## src/sv/masld_pkg.sv

```systemverilog
package masld_pkg;

   // field widths
   localparam int SAMPLE_W = 16;
   localparam int MAG_W    = 15;
   localparam int THR_W    = 8;

   // largest magnitude, also the saturated magnitude of the most negative sample
   localparam int MAG_MAX = 32767;

   // most negative sample code
   localparam logic [SAMPLE_W-1:0] SAMPLE_MIN = 16'h8000;

   // threshold register value after reset
   localparam logic [THR_W-1:0] THR_RESET = 8'h80;

   // default averaging window length
   localparam int WINDOW_DEFAULT = 100;

   // magnitude of a signed sample, saturating the most negative code
   function automatic logic [MAG_W-1:0] magnitude(input logic signed [SAMPLE_W-1:0] s);
      logic signed [SAMPLE_W-1:0] neg;
      neg = -s;
      if (s == SAMPLE_MIN) begin
         return MAG_W'(MAG_MAX);
      end else if (s[SAMPLE_W-1]) begin
         return neg[MAG_W-1:0];
      end else begin
         return s[MAG_W-1:0];
      end
   endfunction

endpackage

```

## src/sv/moving_average_sound_level_detector.sv

```systemverilog
// channel   dir   handshake                 payload
// req_      in    req_valid / req_stall     req_sample (16b signed)
// rsp_      out   rsp_valid / rsp_stall     rsp_mean_level (15b), rsp_above_threshold
// csr_      in    csr_valid / csr_ready     csr_level_threshold (8b)
//
// one sample per cycle unless rsp_stall holds the pipe; a result passes stages a, b, c and d
// the running-sum register loop closes in one add/subtract per cycle
// ring storage is one memory with a registered read port, one write and one read a cycle
// synchronous reset clears the sum, the ring fill flag and all valids; threshold returns to 0x80
// rsp_stall backs up the four stages; req_stall rises only when every stage holds a beat
module moving_average_sound_level_detector
   import masld_pkg::*;
#(
   parameter int WINDOW = WINDOW_DEFAULT
) (
   input  logic                       clock,
   input  logic                       reset,
   input  logic                       req_valid,
   output logic                       req_stall,
   input  logic signed [SAMPLE_W-1:0] req_sample,
   output logic                       rsp_valid,
   input  logic                       rsp_stall,
   output logic [MAG_W-1:0]           rsp_mean_level,
   output logic                       rsp_above_threshold,
   input  logic                       csr_valid,
   output logic                       csr_ready,
   input  logic [THR_W-1:0]           csr_level_threshold
);

   // sizes derived from the window length
   localparam int     POS_W   = $clog2(WINDOW);
   localparam int     SUM_MAX = WINDOW * MAG_MAX;
   localparam int     SUM_W   = $clog2(SUM_MAX + 1);
   localparam int     DIV_SH  = SUM_W + $clog2(WINDOW);
   localparam int     RECIP_W = SUM_W + 1;
   localparam int     PROD_W  = SUM_W + RECIP_W;
   localparam longint RECIP_L = ((longint'(1) << DIV_SH) + longint'(WINDOW) - 1)
                                / longint'(WINDOW);
   localparam logic [RECIP_W-1:0] RECIP   = RECIP_W'(RECIP_L);
   localparam logic [POS_W-1:0]   POS_TOP = POS_W'(WINDOW - 1);

   // control
   logic              en_a, en_b, en_c, en_d, accept;
   logic              a_valid_ff, b_valid_ff, c_valid_ff, d_valid_ff;
   logic [POS_W-1:0]  pos_ff, pos_in;
   logic              full_ff, full_in;
   logic [SUM_W-1:0]  sum_ff, sum_in;
   logic [THR_W-1:0]  thr_ff;

   // payload
   logic [MAG_W-1:0]  a_mag_ff;
   logic [POS_W-1:0]  a_pos_ff;
   logic              a_old_valid_ff;
   logic [MAG_W-1:0]  a_rd_ff;
   logic [MAG_W-1:0]  old_mag;
   logic [PROD_W-1:0] c_prod_ff;
   logic [MAG_W-1:0]  mean;
   logic [MAG_W-1:0]  mean_ff;
   logic              above_ff;

   logic [MAG_W-1:0]  ring_mem [WINDOW];

   // stage enables, backpressure from the output register
   assign en_d      = !d_valid_ff || !rsp_stall;
   assign en_c      = !c_valid_ff || en_d;
   assign en_b      = !b_valid_ff || en_c;
   assign en_a      = !a_valid_ff || en_b;
   assign req_stall = !en_a;
   assign accept    = req_valid && en_a;
   assign csr_ready = 1'b1;

   // write pointer wrap and ring fill tracking
   assign pos_in  = (pos_ff == POS_TOP) ? '0 : pos_ff + POS_W'(1);
   assign full_in = full_ff || (pos_ff == POS_TOP);

   // running sum: drop the oldest magnitude, add the newest
   assign old_mag = a_old_valid_ff ? a_rd_ff : '0;
   assign sum_in  = sum_ff - SUM_W'(old_mag) + SUM_W'(a_mag_ff);

   // quotient by reciprocal multiply, exact over the sum range
   assign mean = c_prod_ff[DIV_SH +: MAG_W];

   // control registers
   always_ff @(posedge clock) begin
      if (reset) begin
         a_valid_ff <= 1'b0;
         b_valid_ff <= 1'b0;
         c_valid_ff <= 1'b0;
         d_valid_ff <= 1'b0;
         pos_ff     <= '0;
         full_ff    <= 1'b0;
         sum_ff     <= '0;
         thr_ff     <= THR_RESET;
      end else begin
         if (en_a) begin
            a_valid_ff <= req_valid;
         end
         if (en_b) begin
            b_valid_ff <= a_valid_ff;
         end
         if (en_c) begin
            c_valid_ff <= b_valid_ff;
         end
         if (en_d) begin
            d_valid_ff <= c_valid_ff;
         end
         if (accept) begin
            pos_ff  <= pos_in;
            full_ff <= full_in;
         end
         if (a_valid_ff && en_b) begin
            sum_ff <= sum_in;
         end
         if (csr_valid && csr_ready) begin
            thr_ff <= csr_level_threshold;
         end
      end
   end

   // input stage with registered ring read of the oldest entry
   always_ff @(posedge clock) begin
      if (accept) begin
         a_mag_ff       <= magnitude(req_sample);
         a_pos_ff       <= pos_ff;
         a_old_valid_ff <= full_ff;
         a_rd_ff        <= ring_mem[pos_ff];
      end
   end

   // ring write as the beat leaves the input stage
   always_ff @(posedge clock) begin
      if (a_valid_ff && en_b) begin
         ring_mem[a_pos_ff] <= a_mag_ff;
      end
   end

   // multiply stage and result register
   always_ff @(posedge clock) begin
      if (en_c) begin
         c_prod_ff <= PROD_W'(sum_ff) * PROD_W'(RECIP);
      end
      if (en_d) begin
         mean_ff  <= mean;
         above_ff <= (mean > MAG_W'(thr_ff));
      end
   end

   assign rsp_valid           = d_valid_ff;
   assign rsp_mean_level      = mean_ff;
   assign rsp_above_threshold = above_ff;

   // sum stays within the window bound
   a_sum_range: assert property (@(posedge clock) disable iff (reset)
      sum_ff <= SUM_W'(SUM_MAX))
      else $error("window sum out of range");

   // write pointer stays inside the ring
   a_pos_range: assert property (@(posedge clock) disable iff (reset)
      pos_ff <= POS_TOP)
      else $error("write pointer beyond ring");

   // once the ring has filled it stays filled
   a_full_hold: assert property (@(posedge clock) disable iff (reset)
      full_ff |=> full_ff)
      else $error("ring fill flag dropped");

   // a beat in the multiply stage is held while the output is stalled
   a_mul_hold: assert property (@(posedge clock) disable iff (reset)
      (c_valid_ff && d_valid_ff && rsp_stall) |=> (c_valid_ff && $stable(c_prod_ff)))
      else $error("multiply stage lost a beat under stall");

   // the sum only moves when a beat leaves the input stage
   a_sum_move: assert property (@(posedge clock) disable iff (reset)
      !(a_valid_ff && en_b) |=> $stable(sum_ff))
      else $error("window sum changed without a beat");

endmodule
```

## config.mk

```make
export PLATFORM = sky130hd
export DESIGN_NAME = moving_average_sound_level_detector
export DESIGN_NICKNAME = d
export VERILOG_FILES = /design/src/sv/masld_pkg.sv /design/src/sv/moving_average_sound_level_detector.sv
export SDC_FILE = /design/constraint.sdc
export NUM_CORES = 2
export LEC_CHECK = 0
export ABC_AREA = 1
export BUFFER_PORTS_ARGS = -buffer_cell sky130_fd_sc_hd__buf_4
export CAP_MARGIN = 10
export CORE_ASPECT_RATIO = 1.4
export CORE_MARGIN = 1
export CORE_UTILIZATION = 40
export CTS_BUF_LIST = sky130_fd_sc_hd__clkbuf_2 sky130_fd_sc_hd__clkbuf_4 sky130_fd_sc_hd__clkbuf_8
export CTS_CLUSTER_SIZE = 40
export DETAILED_ROUTE_END_ITERATION = 8
export PLACE_DENSITY = 0.64
export REMOVE_ABC_BUFFERS = 1
export SYNTH_ARGS = -nofsm -noshare
export SYNTH_HDL_FRONTEND = slang
export SYNTH_SLANG_ARGS = --single-unit
```

## constraint.sdc

```tcl
create_clock -name clock -period 5.2 [get_ports clock]
set_input_delay 1.04 -clock clock [delete_from_list [all_inputs] [get_ports clock]]
set_output_delay 1.04 -clock clock [all_outputs]
set_load 0.03 [all_outputs]
```

After elaboration in Yosys (flattened, before gate mapping)
Memory sizes are Yosys's and may differ from the RTL's. A register that Yosys moved wholly into a read port is not among the register bits. Index checks and enable logic that the tools add are counted.

Magnitude comparators: 1. Mux-type cells: 5. Add/subtract/negate cells: 4. Equality and inequality tests: 2. Reductions and logical operators: 13. Multipliers: 1.

Operators by type and width (number): multiplier 22 x 22 -> 43 bit (second input constant) (1); two-way mux 15 bit (2); adder 22 x 15 -> 22 bit (1); subtractor 22 x 15 -> 22 bit (1); equality test 16 bit (second input constant) (1); greater-than comparator 15 x 8 -> 1 bit (1); negator 15 bit (1); adder 7 x 1 -> 7 bit (second input constant) (1); equality test 7 bit (second input constant) (1); two-way mux 7 bit (1); zero test 1 bit (6); logical OR 1 bit (5); logical AND 1 bit (2); two-way mux 1 bit (2).

RAM bits: 1500. Bits in registers: 124. Memories: 1. Word-level logic and storage cells: 41. Input port bits: 29.

Memory list: ring_mem (depth 100, bits a word 15, read ports 1, clocked after Yosys merged registers in 1, wr ports 1, line moving_average_sound_level_detector.sv:61) `logic [MAG_W-1:0] ring_mem [WINDOW];`.

Longest topological paths before layout
Depth in word-level cells: 7. Mapped depth: 26. Depth with buffers taken out: 26.

Worst setup path after synthesis
OpenSTA, ideal clock, no wires.

Path type: reg-to-reg. From: reg sum_ff[19]. To: reg c_prod_ff[38], data pin. Setup slack: -0.110 ns. Library setup time: 0.252 ns. Required time: 4.948 ns. Stages on the path, launching flop included: 22. Data arrival time: 5.058 ns. Cell sequence: dfxtp_1 inv_1 ha_1 inv_1 fa_1 inv_1 fa_1 inv_1 fa_1 fa_1 fa_1 ha_1 ha_1 nand2_1 nor2_1 inv_1 nor2_1 nand2_1 nor2_1 nor2_1 nand3_1 nand2_1.

Cells in the longest elaborated chain, start to end: 1.

Ends and longest elaborated chain: start, declared (line moving_average_sound_level_detector.sv:47) `logic [SUM_W-1:0] sum_ff, sum_in;`; start signal, assigned (line moving_average_sound_level_detector.sv:112) `sum_ff <= sum_in;`; multiplier 22 x 22 -> 43 bit (line moving_average_sound_level_detector.sv:140) `c_prod_ff <= PROD_W'(sum_ff) * PROD_W'(RECIP);`; end signal, assigned (line moving_average_sound_level_detector.sv:140); end, declared (line moving_average_sound_level_detector.sv:56) `logic [PROD_W-1:0] c_prod_ff;`.

Every way passes these cells. A chain may end at the register's enable or synchronous reset.

Worst setup path after layout
From: reg sum_ff[6]. To: reg c_prod_ff[41], data pin.

Same word-level chain as after synthesis.

==> metrics.cfg <==
[status]
status = finished with violations
violations = negative setup slack

[yosys]
synth-async-reset-ratio = 0
synth_edf_count = 1569
ys_ff_latch = 1611
seq_area_frac_synth = 0.616
synth_area_sq_um = 77800
muxShareOfSynthArea = 0
synth_compound_area_frac = 0.0468
synth-simple-area-share = 0.181
ys.flop_type = edfxtp_1
netlist_instances = 7472
synthXorXnorAreaFrac = 0.00270
yosysWarnings = 0
synth_top_family_by_area = simple AND/OR/NAND/NOR gates
synth.distinct_cells = 41
synth_adder_area_share = 0.0920
syn_avg_cell_area_sq_um = 10.4

[layout]
fillers = 17400
syn2layout_area_growth_pct = 14.4
fin_nets = 8301
regArea_sq_um = 48000
layoutNonFillerInstCount = 10500
mostFrequentLayoutCell = nand2_1
multiInputGateArea_sq_um = 26200
drive_gt1_frac = 0.133
fin_util = 0.460
final_cell_mix = nand2_1, edfxtp_1, nor2_1

[setup_path]
critPathKind = flip-flop to flip-flop
r2r-end = c_prod_ff[41]$_DFFE_PP_
cp-start-kind = flip-flop
reg2reg_depth = 24
reg2reg_slack_ns = -0.05
crit_arrival_ns = 5.97
r2r_start = sum_ff[6]$_SDFFE_PP0P_
endpoint_kind = flip-flop
cp_max_fo = 3
crit_required_ns = 5.92

[die]
die_y_um = 524
core_area_sq_um = 193000
dieArea_sq_um = 196000
rows = 191
start_util = 0.402
io_pins = 48
die_w_um = 375

[hold_path]
hp-class = input pin to flip-flop
holdPathEnd = a_valid_ff$_SDFFE_PP0N_
min_path_cells = 3
min-delay-start = req_valid

[timing]
finalSetupViolCount = 5
period_share = 1.01
fin_setup_tns_ns = -0.117
hold_viol = 0
drv_slew = 0
tightest_slew_ns = 1.15
rsz0062_at_grt = true
relSlewSlack = 0.233
fin_ws_ns = -0.0515
skew_ns = 0.0831
clock.fmax_ghz = 0.190
min_period_ns = 5.25

[clock_tree]
root_buffer = clkbuf_8
cts_buffers = 234
htreeDepth = 4
cts_sinks = 1611
cts.clk_slew.worst_paths_ns = 0.06
postCtsHoldBufs = 0
cts_tree = built
clk_latency_ns = 1.03
cts_buffer_depth = 3

[placement]
pre_cts_ws_ns = -0.453
hpwl_mm = 142
gp_congestion = 0.922
port_buffers = 46
placed_cells = 10100

[route]
drc = 0
routed_via_density = 5.14
ant_nets = 0
firstDrtPassIters = 5
wirelength_mm = 223
drtIter0Drc = 4764
post_drt_wl_per_cell_um = 21.2
vias = 54100

[grt]
track_usage = 0.225
grt-ovfl-total = 0
grt_pass1_vias = 53600
grt_first_pass_wirelength_mm = 331
grt_antenna_before_repair = 5
grt_max_degree = 212

[pwr]
ir_drop_mv = 0.708
powerDensity_nw_per_um2 = 476
finalPower_uw = 42400
p_leak_uw = 0.0363

[job]
cap_violations = 0

[synthesized netlist by cell type (42+ instances only)]
cell	count	area share
nand3_1	584	0.038
nor2_1	1046	0.050
inv_1	843	0.041
buf_2	136	0.0087
edfxtp_1	1569	0.61
fa_1	192	0.049
clkbuf_1	127	0.0061
nand2_1	1780	0.086
o21ai_0	437	0.028
o21ai_1	46	0.0030
dfxtp_1	42	0.011
ha_1	265	0.043
a21oi_1	162	0.010
[critical path: stages (launching register included)]
cell     delay (ns)
dfxtp_2        0.34
buf_4          0.14
fa_1           0.53
ha_1           0.13
inv_1          0.07
fa_1           0.51
inv_1          0.05
fa_1           0.49
fa_1           0.43
fa_1           0.49
inv_1          0.05
fa_1           0.49
inv_1          0.06
ha_4           0.29
nand2_1        0.07
buf_4          0.16
nor2_4         0.11
nand2_1        0.07
nand2_2        0.10
nand2_2        0.07
nand3_2        0.09
nor2_4         0.04
buf_4          0.12
nand3_1        0.06
nand2_1        0.06
[cell type report]
type	count	share of cell area
diodes	4	0.000112
clock inverters	108	0.00970
multi-input cells	4677	0.295
flip-flops and latches	1611	0.539
repair buffers	441	0.0403
inverters	850	0.0362
well taps	2509	0.0353
clock buffers	322	0.0445
[state kept, by name, indices dropped and copies added (netlist names), 7 cells and up]
register and count:
ring_mem 1500, sum_ff 22, a_pos_ff 7, c_prod_ff 15, rsp_mean_level 15, pos_ff 7, thr_ff 8, a_rd_ff 15
a_mag_ff 15
[through the flow]
step / instance area (sq um) / hold WS, ns
5_1_grt: 89000 / 0.210
2_1_floorplan: 76200 / 0.408
4_1_cts: 88300 / 0.163
6_report: 89000 / 0.253
3_5_place_dp: 82800 / 0.436
3_3_place_gp: 82800 / 0.429
[where the power goes]
group / total (uW) / switching [uW] / internal (uW)
Combinational: 17200 / 10000 / 7200
Clock: 10400 / 5030 / 5350
Sequential: 14800 / 138 / 14600
[routing by layer]
| layer | track usage | part of all wire |
|---|---|---|
| met5 | 0 | 0.00020 |
| met4 | 0.128 | 0.058 |
| met3 | 0.0328 | 0.065 |
| met2 | 0.384 | 0.49 |
| met1 | 0.273 | 0.39 |
[cell families (layout without fill, tap and decap cells)]
| kind of cell | count (synthesis) | after routing |
|---|---|---|
| and+or+nand+nor | 3494 | 3494 |
| DFF | 1611 | 1611 |
| buffers and inverters | 1184 | 1721 |
| AOI/OAI and AO/OA | 701 | 701 |
| adders and majority gates | 457 | 457 |
| xor gates and xnor gates | 24 | 24 |
| other | 1 | 5 |
[worst max path at each step]
stage                            startpoint                       to  cells after the start
floorplan            pos_ff[0]$_SDFFE_PP0P_     a_rd_ff[0]$_DFFE_PP_                      9
global placement     sum_ff[9]$_SDFFE_PP0P_  c_prod_ff[42]$_DFFE_PP_                     23
detailed placement   sum_ff[8]$_SDFFE_PP0P_  c_prod_ff[42]$_DFFE_PP_                     23
CTS                 sum_ff[13]$_SDFFE_PP0P_  c_prod_ff[41]$_DFFE_PP_                     21
global route         sum_ff[6]$_SDFFE_PP0P_  c_prod_ff[41]$_DFFE_PP_                     24
finish               sum_ff[6]$_SDFFE_PP0P_  c_prod_ff[41]$_DFFE_PP_                     24
[what timing repair did]
item                       4_1_cts  5_1_grt
setup endpoints to repair       15       15
pin swaps                       41       63
cloned                           0        0
gates resized for setup        151      121
buffers inserted                 5       11
(Power assumes the default switching activity.)
